[src/rtl/ble_crcw_pkg.sv]
`timescale 1ns / 1ps
// ----------------------------------------------------------------------------
// ble_crcw_pkg
// Shared constants and byte-wide CRC-24 / whitening helpers for the BLE
// advertising packet framer.
// ----------------------------------------------------------------------------
package ble_crcw_pkg;

  localparam int unsigned CfgIdxW = 2;

  localparam logic [CfgIdxW-1:0] CFG_CHANNEL   = 2'd0;
  localparam logic [CfgIdxW-1:0] CFG_ACC_ADDR  = 2'd1;
  localparam logic [CfgIdxW-1:0] CFG_CRC_INIT  = 2'd2;

  localparam logic [5:0]  CHANNEL_RST  = 6'd37;
  localparam logic [31:0] ACC_ADDR_RST = 32'h6B7D_9171;
  localparam logic [23:0] CRC_INIT_RST = 24'hAA_AAAA;

  localparam logic [7:0]  FRAME_LEAD   = 8'h07;
  localparam logic [7:0]  PREAMBLE     = 8'h55;
  localparam logic [7:0]  SUFFIX_BYTE  = 8'h1C;
  localparam logic [23:0] CRC_TAPS     = 24'h5A_6000;

  typedef struct packed {
    logic [6:0] lfsr;
    logic [7:0] data;
  } whiten_t;

  // crc update over one byte, bit 7 first
  function automatic logic [23:0] crc_byte(input logic [23:0] crc_in,
                                           input logic [7:0] data);
    logic [23:0] crc;
    logic        c;
    crc = crc_in;
    for (int k = 7; k >= 0; k--) begin
      c   = crc[0] ^ data[k];
      crc = {c, crc[23:1]} ^ (c ? CRC_TAPS : 24'd0);
    end
    return crc;
  endfunction

  // whitening of one byte, bit 7 first
  function automatic whiten_t whiten_byte(input logic [6:0] lfsr_in,
                                          input logic [7:0] data);
    whiten_t res;
    logic    b0;
    res.lfsr = lfsr_in;
    res.data = data;
    for (int k = 7; k >= 0; k--) begin
      b0          = res.lfsr[0];
      res.data[k] = res.data[k] ^ b0;
      res.lfsr    = {b0, res.lfsr[6:1]} ^ {4'd0, b0, 2'd0};
    end
    return res;
  endfunction

  function automatic logic [7:0] rev8(input logic [7:0] v);
    logic [7:0] r;
    for (int k = 0; k < 8; k++) begin
      r[k] = v[7-k];
    end
    return r;
  endfunction

endpackage

[src/rtl/ble_adv_packet_crc_whitener_top.sv]
`timescale 1ns / 1ps
// ----------------------------------------------------------------------------
// ble_adv_packet_crc_whitener_top
// Frames BLE advertising PDU bytes: framing bytes, CRC-24, whitening, suffix.
// ----------------------------------------------------------------------------
// path: an input byte waits in the item register, output bytes in the
//   single output register; throughput: one output byte per cycle while
//   out_ready_i is high. A first pdu byte follows lead, preamble and
//   address bytes; a final one is trailed by three crc bytes and suffix
// reset: config registers return to channel 37, default access address and
//   crc init; no packet open, no word held
module ble_adv_packet_crc_whitener_top
  import ble_crcw_pkg::*;
(
  input  logic               clk_i,
  input  logic               rst_ni,
  input  logic               cfg_valid_i,
  output logic               cfg_ready_o,
  input  logic [CfgIdxW-1:0] cfg_index_i,
  input  logic [31:0]        cfg_data_i,
  input  logic               in_valid_i,
  output logic               in_ready_o,
  input  logic [7:0]         pdu_byte_i,
  input  logic               final_byte_i,
  output logic               out_valid_o,
  input  logic               out_ready_i,
  output logic [7:0]         out_byte_o,
  output logic               run_last_o,
  output logic               packet_end_o
);

  typedef enum logic [3:0] {
    PH_PRE, PH_PREAMBLE, PH_AA3, PH_AA2, PH_AA1, PH_AA0,
    PH_PDU, PH_CRC0, PH_CRC1, PH_CRC2, PH_SUFFIX
  } phase_e;

  logic [5:0]  channel_q;
  logic [31:0] acc_addr_q;
  logic [23:0] crc_init_q;

  logic        item_vld_q, item_vld_d;
  logic [7:0]  item_byte_q;
  logic        item_final_q;
  phase_e      phase_q, phase_d;

  logic [23:0] crc_q, crc_d;
  logic [6:0]  lfsr_q, lfsr_d;
  logic        in_packet_q, in_packet_d;

  logic        out_vld_q, out_vld_d;
  logic [7:0]  out_byte_q, out_byte_d;
  logic        run_last_q, run_last_d;
  logic        pkt_end_q, pkt_end_d;

  logic        emit;
  logic        item_done;
  whiten_t     wh;
  logic [7:0]  wh_src;
  logic        in_take;

  assign cfg_ready_o = 1'b1;

  // config registers
  always_ff @(posedge clk_i or negedge rst_ni) begin
    if (!rst_ni) begin
      channel_q  <= CHANNEL_RST;
      acc_addr_q <= ACC_ADDR_RST;
      crc_init_q <= CRC_INIT_RST;
    end else if (cfg_valid_i) begin
      unique case (cfg_index_i)
        CFG_CHANNEL:  channel_q  <= cfg_data_i[5:0];
        CFG_ACC_ADDR: acc_addr_q <= cfg_data_i;
        CFG_CRC_INIT: crc_init_q <= cfg_data_i[23:0];
        default: ;
      endcase
    end
  end

  assign emit    = item_vld_q && (!out_vld_q || out_ready_i);
  assign in_take = in_valid_i && in_ready_o;

  always_comb begin
    unique case (phase_q)
      PH_CRC0: wh_src = rev8(crc_q[7:0]);
      PH_CRC1: wh_src = rev8(crc_q[15:8]);
      PH_CRC2: wh_src = rev8(crc_q[23:16]);
      default: wh_src = item_byte_q;
    endcase
  end

  assign wh = whiten_byte(lfsr_q, wh_src);

  always_comb begin
    phase_d     = phase_q;
    crc_d       = crc_q;
    lfsr_d      = lfsr_q;
    in_packet_d = in_packet_q;
    out_vld_d   = out_vld_q && !out_ready_i;
    out_byte_d  = out_byte_q;
    run_last_d  = run_last_q;
    pkt_end_d   = pkt_end_q;
    item_done   = 1'b0;

    if (emit) begin
      out_vld_d  = 1'b1;
      run_last_d = 1'b0;
      pkt_end_d  = 1'b0;
      unique case (phase_q)
        PH_PRE: begin
          out_byte_d = FRAME_LEAD;
          crc_d      = crc_init_q;
          lfsr_d     = {1'b1, channel_q};
          phase_d    = PH_PREAMBLE;
        end
        PH_PREAMBLE: begin
          out_byte_d = PREAMBLE;
          phase_d    = PH_AA3;
        end
        PH_AA3: begin
          out_byte_d = acc_addr_q[31:24];
          phase_d    = PH_AA2;
        end
        PH_AA2: begin
          out_byte_d = acc_addr_q[23:16];
          phase_d    = PH_AA1;
        end
        PH_AA1: begin
          out_byte_d = acc_addr_q[15:8];
          phase_d    = PH_AA0;
        end
        PH_AA0: begin
          out_byte_d = acc_addr_q[7:0];
          phase_d    = PH_PDU;
        end
        PH_PDU: begin
          out_byte_d  = wh.data;
          lfsr_d      = wh.lfsr;
          crc_d       = crc_byte(crc_q, item_byte_q);
          in_packet_d = 1'b1;
          phase_d     = PH_CRC0;
          if (!item_final_q) begin
            run_last_d = 1'b1;
            item_done  = 1'b1;
          end
        end
        PH_CRC0: begin
          out_byte_d = wh.data;
          lfsr_d     = wh.lfsr;
          phase_d    = PH_CRC1;
        end
        PH_CRC1: begin
          out_byte_d = wh.data;
          lfsr_d     = wh.lfsr;
          phase_d    = PH_CRC2;
        end
        PH_CRC2: begin
          out_byte_d = wh.data;
          lfsr_d     = wh.lfsr;
          phase_d    = PH_SUFFIX;
        end
        PH_SUFFIX: begin
          out_byte_d  = SUFFIX_BYTE;
          run_last_d  = 1'b1;
          pkt_end_d   = 1'b1;
          in_packet_d = 1'b0;
          item_done   = 1'b1;
        end
        default: ;
      endcase
    end

    item_vld_d = item_vld_q && !item_done;
    if (in_take) begin
      item_vld_d = 1'b1;
      phase_d    = in_packet_d ? PH_PDU : PH_PRE;
    end
  end

  assign in_ready_o = !item_vld_q || item_done;

  always_ff @(posedge clk_i or negedge rst_ni) begin
    if (!rst_ni) begin
      item_vld_q  <= 1'b0;
      phase_q     <= PH_PRE;
      in_packet_q <= 1'b0;
      out_vld_q   <= 1'b0;
      crc_q       <= CRC_INIT_RST;
      lfsr_q      <= {1'b1, CHANNEL_RST};
    end else begin
      item_vld_q  <= item_vld_d;
      phase_q     <= phase_d;
      in_packet_q <= in_packet_d;
      out_vld_q   <= out_vld_d;
      crc_q       <= crc_d;
      lfsr_q      <= lfsr_d;
    end
  end

  // payload registers
  always_ff @(posedge clk_i) begin
    if (in_take) begin
      item_byte_q  <= pdu_byte_i;
      item_final_q <= final_byte_i;
    end
    out_byte_q <= out_byte_d;
    run_last_q <= run_last_d;
    pkt_end_q  <= pkt_end_d;
  end

  assign out_valid_o  = out_vld_q;
  assign out_byte_o   = out_byte_q;
  assign run_last_o   = run_last_q;
  assign packet_end_o = pkt_end_q;

  // assertions
  a_end_is_last: assert property (@(posedge clk_i) disable iff (!rst_ni)
    out_vld_q && pkt_end_q |-> run_last_q)
    else $error("packet end without run last");

  a_stall_blocks_input: assert property (@(posedge clk_i) disable iff (!rst_ni)
    item_vld_q && out_vld_q && !out_ready_i |-> !in_ready_o)
    else $error("input taken while output stalled");

  a_crc_in_packet: assert property (@(posedge clk_i) disable iff (!rst_ni)
    item_vld_q && phase_q == PH_CRC0 |-> in_packet_q)
    else $error("crc phase outside packet");

  a_pre_outside_packet: assert property (@(posedge clk_i) disable iff (!rst_ni)
    item_vld_q && phase_q == PH_PRE |-> !in_packet_q)
    else $error("framing phase inside packet");

endmodule
[config.mk]
export PLATFORM = sky130hd
export DESIGN_NAME = ble_adv_packet_crc_whitener_top
export DESIGN_NICKNAME = d
export VERILOG_FILES = /design/src/rtl/ble_crcw_pkg.sv /design/src/rtl/ble_adv_packet_crc_whitener_top.sv
export SDC_FILE = /design/constraint.sdc
export NUM_CORES = 1
export LEC_CHECK = 0
export BUFFER_PORTS_ARGS = -buffer_cell sky130_fd_sc_hd__buf_4
export CORE_UTILIZATION = 35
export CTS_CLUSTER_SIZE = 14
export DETAILED_ROUTE_END_ITERATION = 8
export HOLD_SLACK_MARGIN = 0.02
export PLACE_DENSITY_LB_ADDON = 0.3
export SETUP_SLACK_MARGIN = 0.15
export SLEW_MARGIN = 25
export SYNTH_ARGS = -nofsm -noshare
export SYNTH_HDL_FRONTEND = slang
export SYNTH_SLANG_ARGS = --single-unit
export TNS_END_PERCENT = 10
[constraint.sdc]
create_clock -name clk_i -period 1.8 [get_ports clk_i]
set_input_delay 0.18 -clock clk_i [delete_from_list [all_inputs] [get_ports clk_i]]
set_output_delay 0.18 -clock clk_i [all_outputs]
set_load 0.01 [all_outputs]
# After elaboration in Yosys (flattened, before gate mapping)
# Index checks and enable logic that the tools add are counted.
# Widths: inputs -> output; s select.
# op_classes
n_mux,24
n_reduce_logical,25
n_bitwise,32
n_eq_ne,12
# ops
cell,count
$xor 24x23->24,8
$mux 23,8
$pmux 8 s8,1
$xor 7x3->7,8
$pmux 24 s2,1
$pmux 4 s10,1
$pmux 8 s3,1
$eq 4x3->1 const B,4
$xor 1x1->1,16
$pmux 7 s2,1
$reduce_and 2->1,7
$eq 4x4->1 const B,3
$reduce_bool 11->1,1
$eq 4x2->1 const B,2
$mux 4,2
$reduce_bool 8->1,1
$mux 1,6
$reduce_bool 2->1,3
$eq 4x1->1 const B,1
$logic_and 1x1->1,4
$logic_not 1->1,4
$logic_not 4->1,1
$pmux 1 s2,2
$reduce_or 4->1,1
other kinds (5),6
# totals
out_inout_bits,13
reg_bits,119
wordCells,107
inputBits,48

# Logic depth before layout (Yosys ltp)
# Gate-level depths: netlist of run 1.
# logic_depth
word_depth,25
ltp_mapped,8
mapped_depth_nobuf,6

# Worst setup path after synthesis of run 1
# Ideal clock, no wire load.
# synth_path
path_kind,flip-flop to flip-flop
from,register phase_q[0]
to,register phase_q[1]
t_arrival_ns,1.898
path_stages_with_launch,7
path_buffers,1
setup_time_ns,0.127
required_time_ns,1.673
path_slack_ns,-0.225
period_less_slack_ns,2.025
path_cell_list,dfrtp_1 nor2b_1 o21a_1 a21bo_1 and2_1 clkbuf_1 mux2_1
# synth_via
elab_chain_len,7
word_cells_on_any_way,24
classes_between,eq/ne: 10; mux: 8; reduce/logical: 6
# synth_lines
element,line_no,source
"start, declared",ble_adv_packet_crc_whitener_top.sv:44,"phase_e phase_q, phase_d;"
"start signal, assigned",ble_adv_packet_crc_whitener_top.sv:191,phase_q <= phase_d;
$eq 4x4->1 or $eq 4x3->1 (tied branches),ble_adv_packet_crc_whitener_top.sv:108,unique case (phase_q)
$pmux 1 s2 (*),ble_adv_packet_crc_whitener_top.sv:108,
$mux 1 (*),ble_adv_packet_crc_whitener_top.sv:104,if (emit) begin
$logic_or 1x1->1 (*),ble_adv_packet_crc_whitener_top.sv:179,assign in_ready_o = !item_vld_q || item_done;
net in_ready_o,ble_adv_packet_crc_whitener_top.sv:22,"output logic in_ready_o,"
$logic_and 1x1->1 (*),ble_adv_packet_crc_whitener_top.sv:80,assign in_take = in_valid_i && in_ready_o;
net in_take,ble_adv_packet_crc_whitener_top.sv:59,logic in_take;
$reduce_bool 11->1 (no source line) or $reduce_bool 2->1 (tied branches),-,
$reduce_and 2->1 (no source line),-,
# Mark *: on every way through the listed nets, which the timed path passes. The rest lies on a longest branch. The select of a mux whose other input is x is not followed.
# A chain may end at the register's enable or synchronous reset.

# Worst setup path after layout of run 1
# layout_path
from,register phase_q[1]
to,register out_byte_q[3] (netlist: out_byte_o[3]) (data pin)
# layout_via
elab_chain_len,4
word_cells_on_any_way,15
classes_between,eq/ne: 10; mux: 2; bitwise: 1; reduce/logical: 2
# layout_lines
element,line_no,source
$eq 4x4->1 or $eq 4x3->1 (tied branches),"ble_adv_packet_crc_whitener_top.sv:83, ble_adv_packet_crc_whitener_top.sv:108",
$pmux 8 s3,ble_adv_packet_crc_whitener_top.sv:83,unique case (phase_q)
$xor 1x1->1,ble_crcw_pkg.sv:51,res.data[k] = res.data[k] ^ b0;
$pmux 8 s8 (*),ble_adv_packet_crc_whitener_top.sv:108,
"end signal, assigned",ble_adv_packet_crc_whitener_top.sv:205,out_byte_q <= out_byte_d;
"end, declared",ble_adv_packet_crc_whitener_top.sv:51,"logic [7:0] out_byte_q, out_byte_d;"
# Mark *: on every way between the ends. The rest lies on a longest branch, timed or not.

==> results of run 1 <==
-- timing repair --
action                     4_1_cts  5_1_grt
gates resized for setup         29       16
hold endpoints to repair        85        0
buffers inserted                 1        3
setup endpoints to repair       51       57
pin swaps                        6        4
hold buffers                    43        0
-- kinds of logic after synthesis --
family | Yosys count | share of synthesized area [%]
simple gates | 122 | 10.01
flops | 119 | 51.38
compound gates | 114 | 12.78
mux | 74 | 13.58
xor+xnor | 58 | 9.538
buf+inv | 34 | 2.646
other cells | 1 | 0.06148
-- sequential cells by signal (all words and copies together) (netlist names), 4 cells and up --
name         count
lfsr_q           7
item_byte_q      8
phase_q          4
crc_q           24
acc_addr_q      32
out_byte_o       8
crc_init_q      24
channel_q        6
-- how the worst max path moves through the flow --
| stage | to | depth (start not counted) | startpoint | slack (ns) |
|---|---|---|---|---|
| 2_1_floorplan | out_byte_o[3] | 6 | phase_q[2] | -0.19 |
| 3_3_place_gp | out_byte_o[3] | 5 | phase_q[1] | -0.22 |
| 3_5_place_dp | out_byte_o[3] | 5 | phase_q[3] | -0.24 |
| 4_1_cts | out_byte_o[3] | 6 | phase_q[1] | -0.18 |
| 5_1_grt | out_byte_o[5] | 7 | phase_q[2] | -0.27 |
| 6_report | out_byte_o[3] | 5 | phase_q[1] | -0.18 |
-- per-layer routing --
layer	share of wire, %	vias to the layer above	track usage, %
met1	47	2403	30.57
met4	2.9	0	8.989
li1	-	2240	-
met2	45	133	31.98
met3	4.9	27	3.704
met5	0	-	0
-- metrics by stage --
stage          utilization [%]  std cells  setup slack, ns
6_report                 50.87        935          -0.1834
5_1_grt                  50.87        935          -0.2747
4_1_cts                  50.33        932          -0.1803
3_5_place_dp             43.78        856          -0.2414
3_3_place_gp             43.78        856          -0.2219
2_1_floorplan                -        522          -0.1923
-- cell type report --
class                   count  area, um2  share of cell area (%)
inverters                   6      25.02                  0.2925
clock buffers              21      460.4                   5.382
multi-input cells         369       2939                   34.35
well taps                 220      275.3                   3.217
clock inverters            11      98.84                   1.155
repair buffers            189       1622                   18.95
flip-flops and latches    119       3136                   36.65
-- power by group through the flow --
stage,clock (W),combinational [W],sequential (W)
after floorplan,0,0.00478,0.00441
after global placement,0,0.00747,0.00464
after detailed placement,0,0.00748,0.00466
after CTS,0.00326,0.00787,0.00463
after global routing,0.00337,0.00868,0.00474
final,0.00319,0.00807,0.00464
-- placed cells by master (no fill, tap or decap), types with 3 or more instances in the layout --
cell type / count
o211ai_1: 3
clkinv_4: 3
clkinv_2: 4
nand3b_1: 4
buf_4: 132
nor2_1: 33
nand2b_1: 6
o21a_1: 3
xor2_1: 13
and4b_1: 3
xnor2_2: 8
a22oi_1: 5
a31oi_1: 10
buf_12: 4
o2111ai_1: 3
buf_6: 8
dfstp_2: 49
a221oi_2: 3
edfxtp_1: 19
a21oi_1: 22
o22ai_1: 5
dlygate4sd3_1: 43
clkbuf_16: 17
a221oi_1: 3
o21ai_1: 18
xnor2_1: 36
dfrtp_1: 50
nand2_2: 3
inv_1: 3
o21ai_0: 10
nand2_1: 44
mux2i_1: 7
a221o_1: 3
mux2_2: 64
-- worst register-to-register path, delay by kind of cell (launching register included) --
| family | cells | cell delay [ns] |
|---|---|---|
| compound gates | 3 | 0.56 |
| mux | 1 | 0.30 |
| simple gates | 1 | 0.45 |
| flops | 1 | 0.41 |
==> results.md, run 1 <==
* Total CTS buffers at 17
* Final net count at 750
* Fin Setup TNS at -1.327 ns
* Setup CP Type: reg -> reg
* Vias at slightly below 5,000
* Switch share at 37.91%
* GP Congestion at slightly below 0.9
* Antenna Cells at 0
* # IOs at between 60 and 70
* Worst Path Buf+Inv at 0
* Clock Skew at 0.01026 ns
* Worst R2R Setup Slack at -0.18 ns
* Count leader, synth: mux2_2
* FFs w/ async S/R, synth at ~84%
* Internal Power at 0.009874 W
* Synth warnings at 0
* Seq/Total Area, Yosys at about half
* Violated checks: setup timing
* Vias/cell at about 5
* Min Hold Slack at 0.1126 ns
* Root buf cell: clkbuf_16
* Die Width at roughly 130 um
* PD cells at roughly 1900 mW/mm2
* CTS tree: done
* Worst min path class: in -> reg
* Placeable Area at 0.01682 mm2
* GRT Total Usage at between 20% and 30%
* Overall power after layout at between 0.015 and 0.02 W
* Switching power at ~0.0060 W
* CP Capture Type: flip-flop
* Post-route setup slack at -0.1834 ns
* Peak supply drop at ~0.96 mV
* Ys flop type: dfrtp_1
* Initial antenna violation count at 0
* Iteration-0 DRC Markers at ~340
* Post-Synthesis Cells at 522
* Unrepaired setup endpoints after global routing: yes
* DRC viols at 0
* Crit start category: flip-flop
* Cell Area, Synth at ~0.0061 mm2
* Setup violators final at 11
* Hold Fails Final Rpt at 0
* Fmax at 0.5042 GHz
* Final Instance Area at about 0.0086 mm2
* Mapped Avg Cell Area at between 10 and 15 um2
* Max stage delay on crit path at about 0.45 ns
* Largest net degree at the start of global routing at 34
* Number of global-route vias before repair at between 4,000 and 5,000
* Starting Density at a little over a third
* Most frequent cells after synthesis: mux2_2, dfrtp_1, dfstp_2, nand2_1
* Number of distinct library cells after synthesis at 70
* CTS H-Tree Depth at 4
* Proportion of layout cells with a drive suffix above 1 at 46.71%
* Worst hold start: out_ready_i
* Total of max-cap violations at 0
* CTS Sinks at 119
* Worst reg2reg path depth at 5
* Final period utilization at 110.2%
* Crit Reg-Reg Endpoint: out_byte_o[3]
* Critical Path AT at between 2 and 2.5 ns
* Hold Path End: out_valid_o
* Final ANT Viol Nets at 0
* Fillers at 1,519
* Remaining Overflow, GRT at 0
* Area Overhead vs Synth at 40.27%
* Die area at 0.01796 mm2
* Routed wire per std cell at about 19 um
* First-pass GRT wire length at 28.01 mm
* Flop pwr share at between 20% and 30%
* Die height at 134.0 um
* Hold Path Stages at 3
* Post-route minimum period at 1.983 ns
* Worst-path fanout max at 4
* Yosys reg bits at about 120
* CTS clk-pin slew, worst paths at 0.05 ns
* IO Port Bufs at 59
* Placed standard-cell area at between 0.007 and 0.008 mm2
* Combinational Power Share at between 50 and 60%
* Mapped Nets at 570
* Status: finished, violations left
* Clock Tree Buf Depth at 2
* Top-area cell type share of the netlist area at around a fifth
* CP required at between 1.5 and 2 ns
* Slew Viols, Final at 0
* DRT Pass-1 Iters at 6
* Leak pwr at 3.541 nW
* Post-synth EDFFs at 19
* Dominant cells by area after synthesis: dfstp_2, dfrtp_1, mux2_2
* Cell taking the most area after synthesis: dfstp_2
* Crit-path slowest cell: or3b_4
* Worst r2r src: phase_q[1]
* Detailed placement HPWL at roughly 14 mm
* Clk pwr share at between 20 and 25%
* Top delay family on crit path: compound AO/OA/AOI/OAI gates
* Worst-skew pair later-pin latency at ~0.42 ns
* Routed WL at about 18 mm
* Crit path cell chain: or3b_4, o22ai_4, a21oi_2, mux2_4, a221o_1
* FP Rows at 47
(Power assumes the default switching activity.)
==> inputs of run 2 (changes only) <==
Settings changed: GPL_TIMING_DRIVEN set to 0, SETUP_SLACK_MARGIN 0.15 to not set.
Clock period 1.8 ns to 2 ns, I/O delays scaled along.
==> results.md, run 2 (synthesized netlist as in run 1, its figures left out) <==
* Setup violators final at 5
* Die Width at around 130 um
* Worst r2r src: phase_q[1]
* Setup CP Type: reg -> reg
* Final period utilization at 105.6%
* Crit start category: flip-flop
* Worst setup startpoint: phase_q[1]
* Routed wire per std cell at slightly below 20 um
* Fmax at between 0.4 and 0.5 GHz
* FP Rows at 47
* Fin Setup TNS at -0.3501 ns
* Largest register FFs at 32
* Clock Tree Buf Depth at 2
* Vias at approximately 4,600
* Vias/cell at roughly 5.2
* Largest net degree at the start of global routing at about 100
* Starting Density at a little over a third
* Commonest cells after routing, fill and taps aside: buf_4, mux2_2, dfstp_2
* CTS clk-pin slew, worst paths at approximately 0.060 ns
* Die area at about 0.018 mm2
* DRT Pass-1 Iters at 5
* Final ANT Viol Nets at 0
* Root buf cell: clkbuf_16
* Placeable Area at 0.01682 mm2
* Worst hold start: cfg_data_i[18]
* Total of max-cap violations at 0
* First-pass GRT wire length at approximately 26 mm
* Slew @ Worst Pin at 0.9356 ns
* Critical Path AT at 2.28 ns
* CP Capture Type: flip-flop
* Post-route setup slack at -0.1121 ns
* Status: finished, violations left
* Die height at around 130 um
* CTS Sinks at between 100 and 150
* Detailed placement HPWL at between 10 and 15 mm
* Final std cells w/o fill at a little under 900
* Routed WL at around 17 mm
* Area Overhead vs Synth at 32.59%
* Crit Reg-Reg Endpoint: out_byte_o[3]
* Number of global-route vias before repair at roughly 4,700
* Worst min path class: in -> reg
* DRC viols at 0
* CTS H-Tree Depth at 4
* Leak pwr at between 3 and 4 nW
* Worst reg2reg path depth at 6
* Initial antenna violation count at 0
* Placed standard-cell area at just under 0.007 mm2
* Violated checks: setup timing
* Worst-path fanout max at 5
* Final net count at 700
* Slew Viols, Final at 0
* GP Congestion at ~0.93
* Proportion of layout cells with a drive suffix above 1 at about two fifths
* Remaining Overflow, GRT at 0
* PD cells at between 1500 and 2000 mW/mm2
* Hold Path Stages at 2
* Overall power after layout at 0.01380 W
* Slew headroom at between 30% and 40%
* # IOs at 61
* Post-route minimum period at 2.112 ns
* CP required at about 2.2 ns
* Peak supply drop at ~0.8 mV
* Register name with the most flops: acc_addr_q
* Hold Path End: acc_addr_q[18]
* Worst R2R Setup Slack at -0.11 ns
* Clock Skew at 0.01432 ns
* CTS tree: done
* IO Port Bufs at a little under 60
* Commonest non-fill, non-tap cell in the layout: buf_4
* Placed cells at 801
* Total CTS buffers at 17
* Final Instance Area at 0.008088 mm2
* Hold Fails Final Rpt at 0
* GRT Total Usage at 19.98%
* Antenna Cells at 0
* Iteration-0 DRC Markers at around 420
* Worst-skew pair later-pin latency at ~0.43 ns
* Largest registers: acc_addr_q: 32 flops, crc_init_q: 24 flops, crc_q: 24 flops
* Unrepaired setup endpoints after global routing: yes
[run 2: where the power goes]
group / switching, W / internal [W]
logic: 0.00342 / 0.00285
registers: 0.000730 / 0.00349
clock network: 0.00118 / 0.00212
[run 2: how the worst max path moves through the flow]
stage                          to  slack, ns  cells past startpoint
global placement        crc_q[18]      -0.31                      7
CTS                 out_byte_o[3]      -0.08                      6
finish              out_byte_o[3]      -0.11                      6
detailed placement      crc_q[18]      -0.28                      7
floorplan           out_byte_o[3]      0.007                      6
global route        out_byte_o[3]      -0.15                      6
[run 2: metrics by stage]
stage               setup slack (ns)  hold WS (ns)  utilization (%)
floorplan                   0.006816      -0.09559                -
global placement             -0.3105        0.3804            40.54
detailed placement           -0.2774        0.3756            40.57
CTS                         -0.07876       0.02091            47.51
global route                 -0.1508       0.02457            48.09
finish                       -0.1121       0.02976            48.09
[run 2: final cells by class]
class	instances	area, um2
sequential	119	3138
timing repair buffer	111	938.4
clock inverter	12	161.4
tap	220	275.3
buffer	28	176.4
multi-input combinational	369	2895
inverter	6	23.77
clock buffer	20	479.2
fill	1529	8731
[run 2: repair_timing]
action                                 4_1_cts  5_1_grt
setup buffers                                7        4
pin swaps                                    4        5
hold buffers                                40        0
resized for setup                           21       24
gates cloned                                 0        1
setup endpoints to repair                   51       42
endpoints found under the hold margin      112        0
[run 2: critical path, stage by stage, from the launching register on]
cell	delay, ns
dfrtp_2	0.44
or3b_1	0.40
buf_6	0.15
o22ai_4	0.15
a21oi_2	0.08
mux2_4	0.30
a221o_1	0.34
[run 2: routing by layer]
layer	GRT usage, %	wire [um]	up-vias
li1	-	-	2150
met1	28.28	8165	2259
met2	29.33	7412	175
met3	4.649	973	31
met4	8.177	482	0
met5	0	0	-
==> inputs of run 3 (changes only) <==
Clock period 2 ns to 1.95 ns, I/O delays scaled along.
==> results.md, run 3 (synthesized netlist as in run 1, its figures left out) <==
* Die Width at approximately 130 um
* Initial antenna violation count at 0
* Clock Tree Buf Depth at 2
* Slew Viols, Final at 0
* Commonest non-fill, non-tap cell in the layout: buf_4
* Critical Path AT at ~2.3 ns
* CP Capture Type: flip-flop
* Total of max-cap violations at 0
* Remaining Overflow, GRT at 0
* Multi-input gate area at a little under 0.003 mm2
* Slew @ Worst Pin at between 0.9 and 1 ns
* Top delay family on crit path: compound AO/OA/AOI/OAI gates
* Crit-path slowest cell: dfrtp_2
* Placed standard-cell area at between 0.006 and 0.007 mm2
* Fillers at 1,537
* Final std cells w/o fill at 886
* Final Instance Area at 0.008140 mm2
* Total CTS buffers at 17
* PD cells at 1741 mW/mm2
* IO Port Bufs at 59
* # IOs at 61
* Leak pwr at 3.285 nW
* Number of global-route vias before repair at around 4,700
* FP Rows at 47
* Commonest cells after routing, fill and taps aside: buf_4, mux2_2, dfstp_2, dfrtp_1, nand2_1
* CTS tree: done
* CTS Sinks at 119
* Min Hold Slack at 0.1133 ns
* Root buf cell: clkbuf_16
* Max stage delay on crit path at around 0.44 ns
* Vias/cell at 5.244
* Final period utilization at 107.5%
* Crit path cell chain: or3b_1, buf_6, o22ai_4, a21oi_2, mux2_4, a221o_1
* DRT Pass-1 Iters at 5
* CP required at ~2.1 ns
* Placed cells at 801
* Final core occ at between 40% and 50%
* Routed wire per std cell at slightly below 20 um
* Placeable Area at between 0.015 and 0.02 mm2
* Vias at 4,646
* GP Congestion at approximately 0.93
* Violated checks: setup timing
* Largest registers: acc_addr_q: 32 flops, crc_init_q: 24 flops, crc_q: 24 flops
* GRT Total Usage at approximately 20%
* Starting Density at approximately 36%
* Worst-path fanout max at 5
* Register Area at 0.003137 mm2
* Register name with the most flops: acc_addr_q
* Setup CP Type: reg -> reg
* Crit start category: flip-flop
* Status: finished, violations left
* Worst Path Buf+Inv at 1
* Peak supply drop at 0.8278 mV
* Slew headroom at between 30% and 40%
* DRC viols at 0
* Routed WL at approximately 17 mm
* Hold Fails Final Rpt at 0
* Setup violators final at 7
* Iteration-0 DRC Markers at about 430
* Proportion of layout cells with a drive suffix above 1 at 41.14%
* Detailed placement HPWL at roughly 12 mm
* Antenna Cells at 0
* Area Overhead vs Synth at 33.46%
* Fmax at around 0.48 GHz
* Worst-skew pair later-pin latency at 0.44 ns
* CTS clk-pin slew, worst paths at approximately 0.060 ns
* Post-route minimum period at ~2.1 ns
* First-pass GRT wire length at around 27 mm
* Worst min path class: in -> reg
* Clock Skew at 0.02168 ns
* Final net count at between 700 and 800
* Die area at roughly 0.018 mm2
* Final ANT Viol Nets at 0
* Largest net degree at the start of global routing at 101
* Unrepaired setup endpoints after global routing: yes
* Die height at about 130 um
* CTS H-Tree Depth at 4
* Post-route setup slack at -0.1454 ns
* Largest register FFs at 32
[run 3: worst min-delay path: stages]
cell and delay [ns]:
buf_4 0.07, nand2b_1 0.16, nand2b_1 0.07
[run 3: final cells by class]
type                            instances  area share (%)
Buffer                                 28           2.244
Clock buffer                           20           5.887
Clock inverter                         12           1.983
Inverter                                6          0.2920
Multi-Input combinational cell        369           35.94
Sequential cell                       119           38.53
Tap cell                              220           3.381
Timing Repair Buffer                  112           11.74
[run 3: timing repair]
| action | in CTS | in global routing |
|---|---|---|
| setup endpoints to repair | 60 | 41 |
| setup buffers | 8 | 2 |
| hold buffers | 43 | 0 |
| pin swaps | 6 | 5 |
| gates cloned | 0 | 0 |
| resized for setup | 29 | 21 |
| hold endpoints to repair | 121 | 0 |
[run 3: power by group]
group / leakage, nW / switching (W) / total, W / internal, W
clock: 0.316 / 0.00121 / 0.00339 / 0.00218
sequential: 1.29 / 0.000739 / 0.00432 / 0.00358
combinational: 1.68 / 0.00353 / 0.00647 / 0.00294
[run 3: final timing paths]
kind                        startpoint       endpoint  slack (ns)  depth (start not counted)
min in group asynchronous       rst_ni      lfsr_q[3]        0.39                          2
hold reg to reg              lfsr_q[6]      lfsr_q[6]        0.47                          2
max in group asynchronous       rst_ni     phase_q[2]        0.80                          2
hold / removal             out_ready_i    out_valid_o        0.11                          3
setup reg to reg            phase_q[2]  out_byte_o[3]       -0.15                          6
setup / recovery            phase_q[2]  out_byte_o[3]       -0.15                          6
[run 3: routing by layer]
metal / vias to the layer above / global-route usage (%) / share of wire, %
met5: - / 0 / 0
met4: 0 / 8.115 / 2.6
met3: 32 / 4.573 / 5.8
met2: 183 / 29.85 / 44
li1: 2146 / - / -
met1: 2285 / 28.48 / 48
[run 3: metrics by stage]
| step | setup TNS, ns | total power, W | worst slack, ns |
|---|---|---|---|
| finish | -0.5897 | 0.01417 | -0.1454 |
| global route | -1.405 | 0.01490 | -0.1786 |
| CTS | -0.3924 | 0.01396 | -0.1365 |
| detailed placement | -9.751 | 0.01012 | -0.3274 |
| global placement | -9.783 | 0.01006 | -0.3605 |
| floorplan | -0.04318 | 0.008453 | -0.04318 |
